<file path="src/c2d_pkg.sv">
// ----------------------------------------------------------------------------
// c2d_pkg
// shared types and codes for the convolution block
// ----------------------------------------------------------------------------
package c2d_pkg;

  typedef enum logic [1:0] {
    KIND_SAMPLE  = 2'd0,
    KIND_WEIGHT  = 2'd1,
    KIND_BIAS    = 2'd2,
    KIND_COMPUTE = 2'd3
  } kind_t;

  localparam int unsigned OUT_W = 40;

  // one classified item, passed from front to back
  typedef struct packed {
    kind_t        kind;
    logic [4:0]   filter_index;
    logic [1:0]   channel;
    logic [4:0]   row;
    logic [4:0]   col;
    logic [15:0]  sample_value;
    logic [31:0]  bias_value;
  } cmd_t;

endpackage

</file>
<file path="src/c2d_if.sv">
// ----------------------------------------------------------------------------
// c2d_in_if / c2d_out_if
// valid/ready channels carrying input items and result items
// ----------------------------------------------------------------------------
interface c2d_in_if;
  logic               valid;
  logic               ready;
  logic [1:0]         kind;
  logic [4:0]         filter_index;
  logic [1:0]         channel;
  logic [4:0]         row;
  logic [4:0]         col;
  logic signed [15:0] sample_value;
  logic signed [31:0] bias_value;
  modport source (output valid, kind, filter_index, channel, row, col,
                  sample_value, bias_value, input ready);
  modport sink   (input valid, kind, filter_index, channel, row, col,
                  sample_value, bias_value, output ready);
endinterface


</file>
<file path="src/c2d_front.sv">
// ----------------------------------------------------------------------------
// c2d_front
// accepts items, drops those out of range, queues the rest for the back end
// ----------------------------------------------------------------------------
module c2d_front #(
  parameter int CHANNELS  = 4,
  parameter int IN_HEIGHT = 32,
  parameter int IN_WIDTH  = 32,
  parameter int KERNEL_H  = 5,
  parameter int KERNEL_W  = 5,
  parameter int FILTERS   = 32
) (
  input  logic          clk,
  input  logic          rst,
  c2d_in_if.sink        in_ch,
  output logic          q_valid,
  output c2d_pkg::cmd_t q_cmd,
  input  logic          q_pop
);

  localparam int DEPTH = 4;

  c2d_pkg::cmd_t cmd;
  logic          keep;
  c2d_pkg::cmd_t fifo [DEPTH];
  logic [1:0]    wr_ptr;
  logic [1:0]    rd_ptr;
  logic [2:0]    count;
  logic          push;

  // range check per kind
  always_comb begin
    cmd.kind         = c2d_pkg::kind_t'(in_ch.kind);
    cmd.filter_index = in_ch.filter_index;
    cmd.channel      = in_ch.channel;
    cmd.row          = in_ch.row;
    cmd.col          = in_ch.col;
    cmd.sample_value = in_ch.sample_value;
    cmd.bias_value   = in_ch.bias_value;
    unique case (cmd.kind)
      c2d_pkg::KIND_SAMPLE:
        keep = 32'(in_ch.channel) < CHANNELS && 32'(in_ch.row) < IN_HEIGHT
               && 32'(in_ch.col) < IN_WIDTH;
      c2d_pkg::KIND_WEIGHT:
        keep = 32'(in_ch.filter_index) < FILTERS && 32'(in_ch.channel) < CHANNELS
               && 32'(in_ch.row) < KERNEL_H && 32'(in_ch.col) < KERNEL_W;
      c2d_pkg::KIND_BIAS:
        keep = 32'(in_ch.filter_index) < FILTERS;
      default:
        keep = 32'(in_ch.filter_index) < FILTERS
               && 32'(in_ch.row) + KERNEL_H <= IN_HEIGHT
               && 32'(in_ch.col) + KERNEL_W <= IN_WIDTH;
    endcase
  end

  assign in_ch.ready = count < 3'(DEPTH);
  assign push        = in_ch.valid && in_ch.ready && keep;
  assign q_valid     = count != 3'd0;
  assign q_cmd       = fifo[rd_ptr];

  // short item queue
  always_ff @(posedge clk) begin
    if (push) begin
      fifo[wr_ptr] <= cmd;
    end
    if (rst) begin
      wr_ptr <= '0;
      rd_ptr <= '0;
      count  <= '0;
    end else begin
      if (push) wr_ptr <= wr_ptr + 2'd1;
      if (q_pop) rd_ptr <= rd_ptr + 2'd1;
      count <= count + 3'(push) - 3'(q_pop);
    end
  end

endmodule

</file>
<file path="src/flat_wrapper.sv">
// flat-port wrapper written by rule: the top's interface ports become plain ports
module c2d_front_flat 
#(
  parameter int CHANNELS  = 4,
  parameter int IN_HEIGHT = 32,
  parameter int IN_WIDTH  = 32,
  parameter int KERNEL_H  = 5,
  parameter int KERNEL_W  = 5,
  parameter int FILTERS   = 32
)
  (clk, rst, q_valid, q_cmd, q_pop, in_ch_valid, in_ch_kind, in_ch_filter_index, in_ch_channel, in_ch_row, in_ch_col, in_ch_sample_value, in_ch_bias_value, in_ch_ready);
  c2d_in_if in_ch_i ();
  input  logic clk;
  input  logic rst;
  output logic q_valid;
  output c2d_pkg::cmd_t q_cmd;
  input  logic q_pop;
  input wire logic [$bits(in_ch_i.valid)-1:0] in_ch_valid;
  input wire logic [$bits(in_ch_i.kind)-1:0] in_ch_kind;
  input wire logic [$bits(in_ch_i.filter_index)-1:0] in_ch_filter_index;
  input wire logic [$bits(in_ch_i.channel)-1:0] in_ch_channel;
  input wire logic [$bits(in_ch_i.row)-1:0] in_ch_row;
  input wire logic [$bits(in_ch_i.col)-1:0] in_ch_col;
  input wire logic [$bits(in_ch_i.sample_value)-1:0] in_ch_sample_value;
  input wire logic [$bits(in_ch_i.bias_value)-1:0] in_ch_bias_value;
  output wire logic [$bits(in_ch_i.ready)-1:0] in_ch_ready;
  assign in_ch_i.valid = in_ch_valid;
  assign in_ch_i.kind = in_ch_kind;
  assign in_ch_i.filter_index = in_ch_filter_index;
  assign in_ch_i.channel = in_ch_channel;
  assign in_ch_i.row = in_ch_row;
  assign in_ch_i.col = in_ch_col;
  assign in_ch_i.sample_value = in_ch_sample_value;
  assign in_ch_i.bias_value = in_ch_bias_value;
  assign in_ch_ready = in_ch_i.ready;
  c2d_front #(.CHANNELS(CHANNELS), .IN_HEIGHT(IN_HEIGHT), .IN_WIDTH(IN_WIDTH), .KERNEL_H(KERNEL_H), .KERNEL_W(KERNEL_W), .FILTERS(FILTERS)) u_core (.clk(clk), .rst(rst), .in_ch(in_ch_i), .q_valid(q_valid), .q_cmd(q_cmd), .q_pop(q_pop));
endmodule
</file>
<file path="config.mk">
export PLATFORM = sky130hd
export DESIGN_NAME = c2d_front_flat
export DESIGN_NICKNAME = d
export VERILOG_FILES = /design/src/c2d_pkg.sv /design/src/c2d_if.sv /design/src/c2d_front.sv /design/src/flat_wrapper.sv
export SDC_FILE = /design/constraint.sdc
export NUM_CORES = 1
export LEC_CHECK = 0
export BUFFER_PORTS_ARGS = -buffer_cell sky130_fd_sc_hd__buf_2
export CAP_MARGIN = 15
export CORE_UTILIZATION = 51
export CTS_BUF_LIST = sky130_fd_sc_hd__clkbuf_16
export DETAILED_ROUTE_END_ITERATION = 8
export HOLD_SLACK_MARGIN = 0.02
export PLACE_DENSITY = 0.75
export SYNTH_ARGS = -nofsm -noshare
export SYNTH_HDL_FRONTEND = slang
export SYNTH_SLANG_ARGS = --single-unit
</file>
<file path="constraint.sdc">
create_clock -name clk -period 3.2 [get_ports clk]
set_clock_uncertainty 0.2 [all_clocks]
set_input_delay 0.64 -clock clk [delete_from_list [all_inputs] [get_ports clk]]
set_output_delay 0.64 -clock clk [all_outputs]
set_load 0.03 [all_outputs]
</file>
## Word-level counts from Yosys, hierarchy flattened

Memory sizes are Yosys's and may differ from the RTL's. A register that Yosys moved wholly into a read port is not among the register bits.
Cells that the tools add are included.

- Bits in writable memories: 268
- Memories kept: 1
- Input port bits: 71
- Flip-flop bits (word level): 7
- Logic and storage cells: 29

- Equality and inequality tests: 2
- $lt $le $gt $ge: 5
- $add $sub $neg: 6
- Reduce and logical (&&, ||, !) cells: 7
- Multiplexer cells: 5

Memories:

| name | words | width | read ports | clocked after memory_dff | write ports | RTL line | RTL |
|---|---|---|---|---|---|---|---|
| u_core.fifo | 4 | 67 | 1 | 1 | 1 | c2d_front.sv:25 | `c2d_pkg::cmd_t fifo [DEPTH];` |

Operators with widths:

| kind | count |
|---|---|
| 32-bit by 6-bit less-or-equal comparator with 1-bit output (second input constant) | 2 |
| 5-bit by 3-bit adder with 6-bit output (second input constant) | 2 |
| 5-bit by 3-bit less-than comparator with 1-bit output (second input constant) | 2 |
| 2-bit by 1-bit adder with 2-bit output (second input constant) | 2 |
| 1-bit logical AND | 4 |
| 2-bit two-way mux | 2 |
| 3-bit by 1-bit adder with 3-bit output | 1 |
| 3-bit less-than comparator (second input constant) | 1 |
| 3-bit nonzero test | 1 |
| 3-bit by 1-bit subtractor with 3-bit output | 1 |
| 2-bit by 1-bit == test with 1-bit output (second input constant) | 1 |
| 2-bit == test (second input constant) | 1 |
| 2-bit zero test | 1 |
| 1-bit two-way mux | 2 |
| 1-bit one-hot mux with 2 select lines | 1 |
| 2-bit OR reduction | 1 |

## Depth between registers and ports, before layout

Gate-level depths: netlist (run 1).

- Depth after elaboration: 7
- Depth in mapped cells: 8
- Gate-level depth less buffers: 8

## Worst setup path before layout (run 1)

Ideal clock, no wire load.

- Path type: in2reg
- Start point: input in_ch_row[4]
- End point: memory u_core.fifo[0][0] (netlist name), enable pin
- Path buffers: 0
- Required time: 2605 ps
- Cell stages on the path: 3
- Setup time: 395 ps
- Arrival time: 2510 ps
- Path slack: 94 ps
- Path through: or4_4 -> o41ai_4 -> and2_2

- Longest elaborated chain between the ends: 7
- Elaborated cells between the ends (all ways): 9
- Classes of those cells: 1 x add/sub; 2 x order compare; 3 x mux; 3 x reduce/logical

RTL lines:

| element | RTL line | RTL |
|---|---|---|
| start: declaration | flat_wrapper.sv:22 | `input wire logic [$bits(in_ch_i.row)-1:0] in_ch_row;` |
| 5-bit by 3-bit adder with 6-bit output | c2d_front.sv:51 | `&& 32'(in_ch.row) + KERNEL_H <= IN_HEIGHT` |
| 32-bit by 6-bit less-or-equal comparator with 1-bit output | c2d_front.sv:51 |  |
| 1-bit logical AND | c2d_front.sv:52 | `&& 32'(in_ch.col) + KERNEL_W <= IN_WIDTH;` |
| 1-bit one-hot mux with 2 select lines (*) | c2d_front.sv:40 | `unique case (cmd.kind)` |
| 1-bit logical AND (*) | c2d_front.sv:57 | `assign push = in_ch.valid && in_ch.ready && keep;` |
| net u_core.push | c2d_front.sv:29 | `logic push;` |
| 1-bit two-way mux (*) | c2d_front.sv:63 | `if (push) begin` |
| 1-bit two-way mux (implied by the code) (*) | c2d_front.sv:64 | `fifo[wr_ptr] <= cmd;` |
| end: declaration | c2d_front.sv:25 |  |

Mark *: on every way through the listed nets, which the timed path passes. The rest lies on a longest branch.

==> results, run 1 <==
- The post-synthesis xor/xnor area fraction is 0.00345.
- During placement, the flow inserted port buffers numbering roughly 140.
- No sink is reached through more buffers than the 3 on the longest clock path.
- Counting flops with a built-in enable in the synthesized netlist gives 268.
- Walking the worst path, the cells encountered are buf_4 -> mux4_2 -> buf_2.
- For flop-to-flop paths, the worst setup slack is 0.88 ns.
- The number of detailed-route iterations in the first pass is 4.
- The number of instances in the synthesized netlist is 406.
- The die footprint is 20,500 µm².
- Pin placement for this block handled 140 I/O pins.
- The post-synthesis compound-gate area fraction is 0.00468.
- The count of endpoints failing hold in the final timing report is 0.
- The cell row count is 51.
- Clock tree synthesis selected as its root buffer the cell sky130_fd_sc_hd__clkbuf_16.
- The share of the synthesized area in the top cell type is 0.792.
- The post-synthesis instance area is 10,200 µm².
- The worst min-delay path class is in2reg.
- Counting every net in the synthesized netlist gives 484.
- Counting flops with an async set or reset pin after synthesis yields a share of 0.
- STA classifies the critical path startpoint as a flop.
- Setup repair after global routing left no endpoint under its margin.
- For this run, the total global-route usage over all layers was measured as 0.184.
- The starting density of the core is 0.521.
- The post-CTS setup buffer count is 0.
- In the synthesized netlist, the cells that appear most often are sky130_fd_sc_hd__edfxtp_1, sky130_fd_sc_hd__mux4_2, sky130_fd_sc_hd__dfxtp_1, sky130_fd_sc_hd__buf_2, sky130_fd_sc_hd__inv_1.
- In the final routed layout, each cell accounts on average for around 21 µm.
- The number of placed cells counting well taps is 811.
- The wire length of the first global-routing pass is between 20,000 and 30,000 µm.
- The maximum number of pins on one net before global-route repair is 48.
- The leakage power is 4.25 nW.
- Relative to the synthesized area, the layout overhead comes to 22.3%.
- Static timing analysis puts the maximum clock frequency at 331 MHz.
- The number of global-route vias before repair is 4,832.
- In the final timing run, aggregate negative setup slack is 0 ns.
- The largest voltage drop on the vdd net is approximately 0.42 mV.
- The count of pins over their slew limit was 0.
- For this run, the register share of the synthesized area comes to 0.810.
- Yosys attributes the largest share of cell area to sky130_fd_sc_hd__edfxtp_1, sky130_fd_sc_hd__mux4_2, sky130_fd_sc_hd__dfxtp_1, sky130_fd_sc_hd__ha_1, sky130_fd_sc_hd__buf_2.
- The total CTS buffers is 28.
- The final global-route overflow total is 0.
- The worst setup path is of the reg2out kind.
- Hold repair after CTS inserted 0 buffers.
- Of the total synthesized cell area, the portion taken by full adders, half adders and majority gates is 0.00936.
- In the synthesized netlist the dominant register cell turns out to be sky130_fd_sc_hd__edfxtp_1.
- Of the total synthesized cell area, the portion taken by AND, OR, NAND and NOR gates is 0.0127.
- From bottom edge to top edge, the die measures 143 µm.
- The clock period minus final worst setup slack is 3.02 ns.
- Clock latency on the worst-skew pair, taken at its later pin, is 0.53 ns.
- STA puts the critical path data arrival time at 2.18 ns.
- For this run, design rule violations remaining after detail routing come to 0.
- The top cell family by delay on the critical path is flip-flops.
- At the end of the flow, the number of nets in the layout was 654.
- Measured along the x axis, the die boundary spans 143 µm.
- The routed layout has 4,690 vias.
- The final-layout fill cell count is ~1.3k.
- The main combinational cell family by area after synthesis is multiplexers.
- In this run the critical register-to-register path is launched from u_core.count[2].
- Of the cells placed in the final design, the portion with a size suffix greater than 1 is 0.455.
- Headroom to the max-slew limit came out at 0.632.
- In this run the power density over the cells is 736 nW/µm².
- Across the run, the number of max-cap violations was 0.
- The amount of wire on met2 after detailed routing is 8800 µm.
- The critical path required time is 2.36 ns.
- At the pin with the least slew margin, the transition time is 0.550 ns.
- The number of buffers and inverters on the critical path is 2.
- Detailed placement ended at an HPWL of 11,800 µm.
- Setup violations remaining at the end of the flow were counted as 0.
- TritonCTS built the clock tree.
- The synthesized netlist contains 26 unique library cells.
- In the finished design, the share of the clock period the worst path needs comes to 0.945.
- The run finished with clean final reports.
- The amount of wire on met3 after detailed routing is 1500 µm.
- The uppermost metal layer occupied by signal nets is met5.
- The most frequent cell after synthesis is sky130_fd_sc_hd__edfxtp_1.
- CTS saw 277 sinks.
- Along the worst path, the maximum fanout reaches 14.
- After clock tree synthesis, the repair step resized 0 gates.
- The per-instance average area after synthesis is 25.0 µm².
- The capturing element type of the critical path is a primary output.
- Dividing the detail-routed via count by the number of cells gives 5.42.
- The slowest cell on the critical path is sky130_fd_sc_hd__dfxtp_4.
- The core region is 19,500 µm².
- The number of antenna violations at the first check in global routing came to 5.
- Counting flops and latches in the post-synthesis netlist gives 277.
- In this design, the stage delay of the slowest critical-path cell is 0.57 ns.
- The number of standard cells in the final layout excluding fillers is 866.
- The final core utilization is 0.636.
- The start point of the worst min-delay path is in_ch_sample_value[9].
- The sum of routed wire length over all layers is 18,300 µm.
- The mux contribution to synthesized area is 0.151.
- The level count of the clock H-tree is 1.
- Routability-driven placement finished with a final weighted congestion of 0.712.
- The Yosys step of the flow raised 0 warnings.
- In the final routing, the length of wire on met1 measures between 7000 and 8000 µm.
- Clock-pin slew was measured on the worst setup and hold paths at approximately 0.060 ns.
- The initial detailed-routing violation count is 284.
- The residual antenna-violating net count after detailed routing is 0.
- The biggest area contributor in the post-synthesis netlist is sky130_fd_sc_hd__edfxtp_1.
==> state kept, by name (all words and copies together) (netlist names), named ones only <==
register / count
u_core.rd_ptr: 2
u_core.count: 3
u_core.fifo: 268
u_core.wr_ptr: 2
==> worst reg2reg max path: cells and delay by family, from the launching register on <==
family | cells | cell delay [ns]
AND/OR/NAND/NOR | 2 | 0.63
AO/OA/AOI/OAI | 1 | 0.59
flip-flops | 1 | 0.36
buffers and inverters | 1 | 0.23
==> logic make-up (layout without fill, tap and decap cells) <==
kind of cell | Yosys count | count (layout)
AOI/OAI and AO/OA | 4 | 4
xor gates and xnor gates | 4 | 4
adders and majority gates | 7 | 7
buffers and inverters | 23 | 215
DFF | 277 | 277
muxes | 69 | 69
other | 0 | 3
and+or+nand+nor | 22 | 22
==> where the power goes <==
group	internal (mW)	switching [mW]	leakage [nW]
logic	0.543	0.870	1.22
registers	4.28	0.0919	2.52
clock network	2.09	1.27	0.506
==> path summary, 6_finish.rpt <==
path,endpoint,depth (start not counted)
hold / removal,u_core.fifo[2][41],1
setup reg to reg,u_core.fifo[1][20],4
hold reg to reg,u_core.wr_ptr[1],2
setup / recovery,q_cmd[55],3
==> through the flow <==
stage          setup WS, ns  instance area, µm²  total power [mW]  hold WS, ns
5_1_grt              0.0749               12400              9.46        0.107
3_3_place_gp          0.247               11400              5.85        0.293
6_report              0.178               12400              9.14        0.127
2_1_floorplan        0.0945               10200              5.36        0.282
4_1_cts               0.132               12400              9.22        0.106
3_5_place_dp          0.216               11400              5.88        0.306
==> layout make-up <==
| cell class | count | area [µm²] | area share |
|---|---|---|---|
| Timing Repair Buffer | 156 | 998 | 0.0804 |
| Multi-Input combinational cell | 106 | 1850 | 0.149 |
| Antenna cell | 3 | 7.51 | 0.000604 |
| Sequential cell | 277 | 8240 | 0.663 |
| Tap cell | 265 | 332 | 0.0267 |
| Clock inverter | 22 | 230 | 0.0185 |
| Clock buffer | 30 | 751 | 0.0604 |
| Inverter | 7 | 26.3 | 0.00211 |
==> cell usage in the layout, fill, tap and decap left out, types with 4 or more instances in the layout <==
cell type,count
sky130_fd_sc_hd__and2_4,4
sky130_fd_sc_hd__ha_1,6
sky130_fd_sc_hd__inv_1,14
sky130_fd_sc_hd__dfxtp_1,7
sky130_fd_sc_hd__buf_2,139
sky130_fd_sc_hd__clkbuf_16,30
sky130_fd_sc_hd__mux4_2,67
sky130_fd_sc_hd__bufinv_16,5
sky130_fd_sc_hd__nor2_1,6
sky130_fd_sc_hd__edfxtp_1,268
sky130_fd_sc_hd__clkinv_1,6
sky130_fd_sc_hd__buf_12,14
==> metal layers <==
layer,track usage,vias up
met2,0.286,190
met5,0,-
met1,0.263,2405
met3,0.0503,24
li1,-,2069
met4,0.0413,2
No activity file was read; power rests on OpenSTA's default activity.
==> run 2: changes to the inputs <==
- CORE_UTILIZATION: 51 -> 35
- PLACE_DENSITY: 0.75 -> default
==> run 2 against run 1 <==
- non-clock buffer count down 4
- power down 0.37%
- count of clock-buffer cells in the layout is 1 lower
- first-iteration DRC count rose by 12%
- register-to-register slack improved by 0.04 ns
- wire length is 7.6% higher
- cell count is 13% higher
- sequential power is essentially flat
- critical path type unchanged
- largest power group unchanged
==> results, run 2 (same netlist as run 1, synthesis figures left out) <==
- The run finished with clean final reports.
- The residual antenna-violating net count after detailed routing was 0 (unchanged).
- The flip-flop count of the largest register after layout is 268 (unchanged).
- The number of placed I/O pins is 140 (unchanged).
- The maximum net fanout on the critical path is 40 (+26).
- The final total power is 9.11 mW (-0.37%).
- The count of cells resized by post-cts repair was 0 (unchanged).
- The critical path data arrival time is 2.02 ns (-0.16 ns).
- The initial detailed-routing violation count is 319 (+12%).
- The post-CTS setup buffer count was 0 (unchanged).
- The worst-case headroom to the max-slew limit is 0.647 (+0.0148).
- The final number of setup-violating endpoints came to 0 (unchanged).
- The level count of the clock H-tree is 1 (unchanged).
- The detailed-placement wirelength estimate was 12,400 µm (+5.2%).
- The number of detailed-route iterations in the first pass is 4 (unchanged).
- The final cycle utilization of the critical path came to 0.894 (-0.0501).
- The cell row count was 62 (+22%).
- The last weighted congestion value of the routability-driven placer is 0.706 (-0.73%).
- The signal on the critical path passes through buf_12 -> mux4_2 -> buf_2.
- The number of global-route vias before repair came to 5,018 (+3.8%).
- The CTS root buffer is sky130_fd_sc_hd__clkbuf_16.
- The top cell types in the final layout, fill and taps aside, are sky130_fd_sc_hd__edfxtp_1, sky130_fd_sc_hd__buf_2, sky130_fd_sc_hd__mux4_2, sky130_fd_sc_hd__clkbuf_16, sky130_fd_sc_hd__inv_1.
- The hold slack is 0.125 ns (-0.00256 ns).
- The core outline area is 28,600 µm² (+47%).
- The share of cells above drive strength 1 was 0.456 (+0.00138).
- The final-layout fill cell count was 2,479 (+88%).
- The count of hold-fix buffers inserted at cts was 0 (unchanged).
- The max-cap check violation count is 0 (unchanged).
- The number of antenna violations at the first check in global routing is 2 (-3).
- The cell area after layout is 12,500 µm² (+0.50%).
- The largest stage delay on the critical path is 0.59 ns (+0.02 ns).
- The worst hold path belongs to the class in2reg.
- The transition time of the tightest slew-check pin is 0.528 ns (-0.0221 ns).
- The latest clock arrival within the worst-skew pair came to 0.52 ns (about the same).
- Setup repair after global routing left no endpoint under its margin.
- The maximum number of pins on one net before global-route repair is 41 (-15%).
- Among all stages on the critical path, the largest delay is contributed by sky130_fd_sc_hd__mux4_2.
- The sum of routed wire length over all layers is 19,700 µm (+7.6%).
- The most common cell after layout, fill and taps aside is sky130_fd_sc_hd__edfxtp_1.
- The per-cell via count in the routed design was 4.78 (-12%).
- The count of buffers inserted at the top-level ports is 139 (unchanged).
- The final global-route overflow total was 0 (unchanged).
- The type of element launching the critical path is a flop.
- The net total in the final layout came to 650 (-0.61%).
- The x dimension of the die is 172 µm (+20%).
- The count of pins over their slew limit is 0 (unchanged).
- The final antenna diode count came to 0 (-3).
- The post-detailed-placement cell area came to 11,500 µm² (+0.71%).
- The post-route DRC violation count came to 0 (unchanged).
- The largest voltage drop on the vdd net is 0.342 mV (-18%).
- The count of clock tree sinks came to 277 (unchanged).
- The area overhead of the layout relative to synthesis is 22.9%.
- The register clock-pin slew on the reported worst setup and hold paths is 0.06 ns (about the same).
- The leakage power is 4.20 nW (-1.2%).
- More flip-flops sit in one register than any other, and that register is u_core.fifo.
- The depth of the worst register-to-register path came to 4 (unchanged).
- The total power divided by cell area is 729 nW/µm² (-0.87%).
- The worst setup margin is 0.338 ns (+0.160 ns).
- The via total after detailed routing is 4,673 (-0.36%).
- STA classifies the critical path endpoint as a primary output.
- The peak clock frequency supported by timing is 349 MHz (+5.6%).
- The wire length of the first global-routing pass is 29,400 µm (+6.6%).
- The count of endpoints failing hold in the final timing report is 0 (unchanged).
- The buffer levels on the longest clock path is 3 (unchanged).
- The critical path required time was 2.36 ns (about the same).
- The category of the critical setup timing path is reg2out.
- The minimum setup slack after placement is 0.224 ns (+0.00777 ns).
- The overall track demand over capacity in global routing is 0.134 (-0.0498).
- The post-route setup TNS came to 0 ns (unchanged).
- In the final layout, the registers with the most flip-flops are u_core.fifo (268), u_core.count (3).
- The clock period minus final worst setup slack was 2.86 ns (-0.160 ns).
- The starting density of the core came to 0.355 (-0.165).
- The total CTS buffers is 28 (unchanged).
- The hold path depth was 1 (unchanged).
- The CTS tree is yes.
- The post-detailed-route wirelength per cell is 20.1 µm (-4.8%).
- The die footprint is 29,700 µm² (+45%).
- The vertical extent of the die is 172 µm (+20%).
run 2: cell count changes in the layout (fill, tap and decap cells not counted), moves of 2 or more:
| cell | delta |
|---|---|
| sky130_fd_sc_hd__buf_12 | -3 |
| sky130_fd_sc_hd__clkinv_4 | +3 |
| sky130_fd_sc_hd__clkinvlp_4 | +2 |
| sky130_fd_sc_hd__diode_2 | -3 |
| sky130_fd_sc_hd__inv_1 | -2 |
run 2: layout make-up:
cell class | count | area [µm²] | share of cell area
inverters | 7 | 26.3 | 0.00210
clock inverters | 23 | 244 | 0.0195
flip-flops and latches | 277 | 8240 | 0.659
well taps | 384 | 480 | 0.0385
repair buffers | 152 | 931 | 0.0745
multi-input cells | 106 | 1850 | 0.148
clock buffers | 29 | 726 | 0.0581
run 2: final timing paths:
path,from,to,slack [ns]
max,flop,q_cmd[39],0.34
min,in_ch_sample_value[4],u_core.fifo[1][36],0.12
max reg2reg,u_core.count[2],u_core.fifo[3][62],0.92
min reg2reg,u_core.rd_ptr[0],flop,0.33
run 2: critical path, delay by kind of cell (launching register included):
| kind | cells | cell delay (ns) |
|---|---|---|
| mux | 1 | 0.59 |
| buf+inv | 2 | 0.50 |
| flops | 1 | 0.37 |
run 2: metal layers:
layer	vias up	track usage	share of wire
li1	2057	-	-
met1	2441	0.179	0.42
met2	144	0.222	0.50
met3	27	0.0323	0.067
met4	4	0.0319	0.012
met5	-	0	0.0012
run 2: where the power goes:
part	leakage, nW	switching [mW]	internal, mW
Combinational	1.19	0.897	0.521
Clock	0.487	1.29	2.04
Sequential	2.52	0.0699	4.28
run 2: per-stage QoR:
step | cells | util
floorplan | 406 | -
detailed placement | 926 | 0.402
CTS | 978 | 0.436
finish | 978 | 0.436
global placement | 926 | 0.402
global route | 978 | 0.436
==> run 3: changes to the inputs <==
- ABC_AREA: default -> 1
==> run 3 against run 2 <==
- clock power down 7.2%
- combinational power down 11%
- non-clock buffer count up 11
- critical path type unchanged
==> results, run 3 <==
- The run finished with clean final reports.
- By startpoint and endpoint, the worst setup path is classified as reg2out.
- The depth of the worst register-to-register path is 4 (unchanged).
- The top cell types in the final layout, fill and taps aside, are sky130_fd_sc_hd__edfxtp_1, sky130_fd_sc_hd__nor2_1, sky130_fd_sc_hd__buf_2, sky130_fd_sc_hd__o21ai_0, sky130_fd_sc_hd__o22ai_1.
- STA classifies the critical path endpoint as a primary output.
- The power share of the sequential group came to 0.497 (+0.019).
- The final cycle utilization of the critical path is 0.941 (+0.0465).
- The post-synthesis instance area is 10,500 µm² (+3.2%).
- The level count of the clock H-tree was 1 (unchanged).
- The initial detailed-routing violation count is 479 (+50%).
- In the synthesized netlist, the cells that appear most often are sky130_fd_sc_hd__edfxtp_1, sky130_fd_sc_hd__nor2_1, sky130_fd_sc_hd__o21ai_0, sky130_fd_sc_hd__o22ai_1, sky130_fd_sc_hd__inv_1.
- The post-detailed-route wirelength per cell is 18.6 µm (-7.5%).
- The total net switching power came to 2.29 mW (+1.6%).
- The count of endpoints failing hold in the final timing report was 0 (unchanged).
- The clock group share of total power is 0.356 (-0.010).
- The hold slack is 0.0932 ns (-0.0317 ns).
- The via total after detailed routing is 6,473 (+39%).
- The async set-reset flop share out of synthesis came to 0 (unchanged).
- The critical path data arrival time was 2.17 ns (+0.15 ns).
- The count of clock tree sinks is 277 (unchanged).
- The number of antenna violations at the first check in global routing was 2 (unchanged).
- The transition time of the tightest slew-check pin came to 0.508 ns (-0.0193 ns).
- The overall track demand over capacity in global routing is 0.151 (+0.0172).
- The buffer levels on the longest clock path is 3 (unchanged).
- Relative to the synthesized area, the layout overhead comes to 20.0%.
- The worst setup path is launched from a flop.
- The final antenna diode count came to 0 (unchanged).
- The starting density of the core is 0.360 (+0.00533).
- The warning count from the yosys run is 0 (unchanged).
- The number of detailed-route iterations in the first pass is 5 (+1).
- The latest clock arrival within the worst-skew pair is 0.54 ns (+0.02 ns).
- The sum of routed wire length over all layers is 23,900 µm (+21%).
- The flip-flop and latch count after synthesis is 277 (unchanged).
- The number of placed cells counting well taps is 1,231 (+33%).
- The final global-route overflow total is 0 (unchanged).
- The last weighted congestion value of the routability-driven placer is 0.719 (+1.8%).
- The die footprint was 30,600 µm² (+3.1%).
- For this run, the leading register cell type out of synthesis is sky130_fd_sc_hd__edfxtp_1.
- The worst hold path terminates at u_core.count[0].
- The total CTS buffers is 29 (+3.6%).
- The net total in the final layout was 957 (+47%).
- The residual antenna-violating net count after detailed routing is 0 (unchanged).
- Walking the worst path, the cells encountered are buf_16 -> o21ai_0 -> o22ai_1 -> buf_2.
- The portion of the post-synthesis area used by sequential elements came to 0.785 (-0.0247).
- The core outline area is 29,100 µm² (+1.6%).
- The top cell family by delay on the critical path is buffers and inverters.
- The maximum net fanout on the critical path is 76 (+90%).
- The x dimension of the die came to 175 µm (+1.5%).
- The detailed-placement wirelength estimate was 14,700 µm (+18%).
- The hold path depth came to 2 (+1).
- The peak clock frequency supported by timing is 332 MHz (-4.9%).
- The number of placed I/O pins is 140 (unchanged).
- The leakage power is 4.42 nW (+5.4%).
- The most frequent cell after synthesis is sky130_fd_sc_hd__edfxtp_1.
- The worst min-delay path class is in2reg.
- The largest registers in the layout are u_core.fifo (268), u_core.count (3).
- The vertical extent of the die came to 175 µm (+1.5%).
- Setup repair after global routing left no endpoint under its margin.
- The cell taking the most area after synthesis is sky130_fd_sc_hd__edfxtp_1.
- Ranked by total cell area, the synthesized netlist is headed by sky130_fd_sc_hd__edfxtp_1, sky130_fd_sc_hd__o21ai_0, sky130_fd_sc_hd__nor2_1, sky130_fd_sc_hd__o22ai_1, sky130_fd_sc_hd__dfxtp_1.
- The most common cell after layout, fill and taps aside is sky130_fd_sc_hd__edfxtp_1.
- The critical register-to-register path endpoint is u_core.fifo[3][24].
- The CTS tree is yes.
- The net count after synthesis is 806 (+67%).
- The proportion of power drawn by combinational gates is 0.147 (-0.009).
- The post-route setup TNS is 0 ns (unchanged).
- The final number of setup-violating endpoints was 0 (unchanged).
- The worst-case headroom to the max-slew limit is 0.660 (+0.0133).
- The switching share of power came to 0.264 (+0.0164).
- The internal reg-to-reg setup slack is 1.05 ns (+0.13 ns).
- The share of the synthesized area in the top cell type is 0.768 (-0.0242).
- The largest voltage drop on the vdd net is 0.492 mV (+44%).
- The slowest cell on the critical path is sky130_fd_sc_hd__dfxtp_4.
- The register containing the most flip-flops in the final layout is u_core.fifo.
- The CTS root buffer is sky130_fd_sc_hd__clkbuf_16.
- The maximum number of pins on one net before global-route repair came to 77 (+88%).
- The clock period minus final worst setup slack was 3.01 ns (+0.149 ns).
- The per-instance average area after synthesis is 14.4 µm² (-42%).
- The startpoint identified for the worst register-to-register timing path is u_core.count[2].
- The largest stage delay on the critical path is 0.50 ns (-0.09 ns).
- The number of enable-type register cells in the synthesized netlist is 268 (unchanged).
- The total power divided by cell area is 690 nW/µm² (-5.3%).
- The per-cell via count in the routed design is 5.05 (+5.7%).
- The count of pins over their slew limit is 0 (unchanged).
- The post-route DRC violation count is 0 (unchanged).
- The max-cap check violation count was 0 (unchanged).
- The count of buffers inserted at the top-level ports came to 139 (unchanged).
- The number of standard cells in the final layout excluding fillers is 1,282 (+31%).
- The wire length of the first global-routing pass is 35,700 µm (+22%).
- The worst hold path begins at rst.
- The register clock-pin slew on the reported worst setup and hold paths was 0.06 ns (about the same).
- The flip-flop count of the largest register after layout came to 268 (unchanged).
- The number of global-route vias before repair is 6,096 (+21%).
- The number of instances in the synthesized netlist is 728 (+79%).
- The share of cells above drive strength 1 is 0.234 (-0.222).
- The cell row count is 62 (unchanged).
- The critical path required time is 2.36 ns (about the same).
- The count of distinct cell types in the synthesized netlist was 22 (-15%).
- The internal power consumption is 6.39 mW (-6.7%).
- The count of buffering cells on the critical path with inverters included was 2 (unchanged).
## run 3: cell types whose count changed after synthesis, moves of 5 or more
cell / change
sky130_fd_sc_hd__mux4_2: -67
sky130_fd_sc_hd__o21ai_0: +135
sky130_fd_sc_hd__nor2_1: +142
sky130_fd_sc_hd__buf_2: +6
sky130_fd_sc_hd__nand3_1: +5
sky130_fd_sc_hd__clkbuf_2: +8
sky130_fd_sc_hd__clkbuf_1: +7
sky130_fd_sc_hd__inv_1: +16
sky130_fd_sc_hd__buf_6: +10
sky130_fd_sc_hd__buf_1: -5
sky130_fd_sc_hd__o22ai_1: +67
## run 3: how the worst max path moves through the flow
stage | cells after the start | slack (ns) | from | to
after floorplan | 6 | -0.37 | in_ch_row[4] | u_core.fifo[0][0]
after global placement | 8 | 0.49 | in_ch_row[4] | u_core.fifo[3][28]
after detailed placement | 8 | 0.49 | in_ch_row[4] | u_core.fifo[3][23]
after CTS | 5 | 0.07 | flop | q_cmd[42]
after global routing | 4 | 0.05 | flop | q_cmd[51]
final | 4 | 0.19 | flop | q_cmd[51]
## run 3: area by class of cell
| type | count | area, µm² |
|---|---|---|
| Multi-Input combinational cell | 383 | 1910 |
| Clock buffer | 29 | 726 |
| Clock inverter | 21 | 146 |
| Fill cell | 2628 | 16500 |
| Timing Repair Buffer | 163 | 978 |
| Sequential cell | 277 | 8230 |
| Tap cell | 384 | 480 |
| Inverter | 25 | 101 |
## run 3: power groups by stage
stage	Combinational [mW]	Clock, mW	Sequential [mW]
floorplan	0.801	0	4.39
global placement	1.26	0	4.39
detailed placement	1.28	0	4.39
CTS	1.28	3.16	4.32
global route	1.38	3.28	4.34
finish	1.27	3.09	4.32
## run 3: cell families after synthesis
| logic type | count (synthesis) | synth area share |
|---|---|---|
| adders and majority gates | 7 | 0.00907 |
| xor gates and xnor gates | 1 | 0.000836 |
| buffers and inverters | 68 | 0.0348 |
| AOI/OAI and AO/OA | 208 | 0.107 |
| and+or+nand+nor | 167 | 0.0631 |
| DFF | 277 | 0.785 |
## run 3: per-layer routing
layer  routed length [µm]  part of all wire  vias up  global-route usage
li1                     -                 -     3010                   -
met1                11200              0.47     3213               0.224
met2                10700              0.45      210               0.229
met3                 1600             0.067       36              0.0320
met4                  369             0.015        4              0.0301
met5                   27            0.0011        -                   0
## run 3: repair_timing
| item | 4_1_cts | 5_1_grt |
|---|---|---|
| hold buffers | 0 | 0 |
| setup buffers | 0 | 1 |
| gates resized for setup | 0 | 3 |
| setup endpoints to repair | 0 | 6 |
## run 3: through the flow
step	power [mW]	utilization	setup WS [ns]	area, µm²
2_1_floorplan	5.19	-	-0.369	10500
3_3_place_gp	5.66	0.401	0.490	11700
3_5_place_dp	5.67	0.401	0.493	11700
4_1_cts	8.76	0.431	0.0705	12600
5_1_grt	9.00	0.432	0.0457	12600
6_report	8.68	0.432	0.189	12600
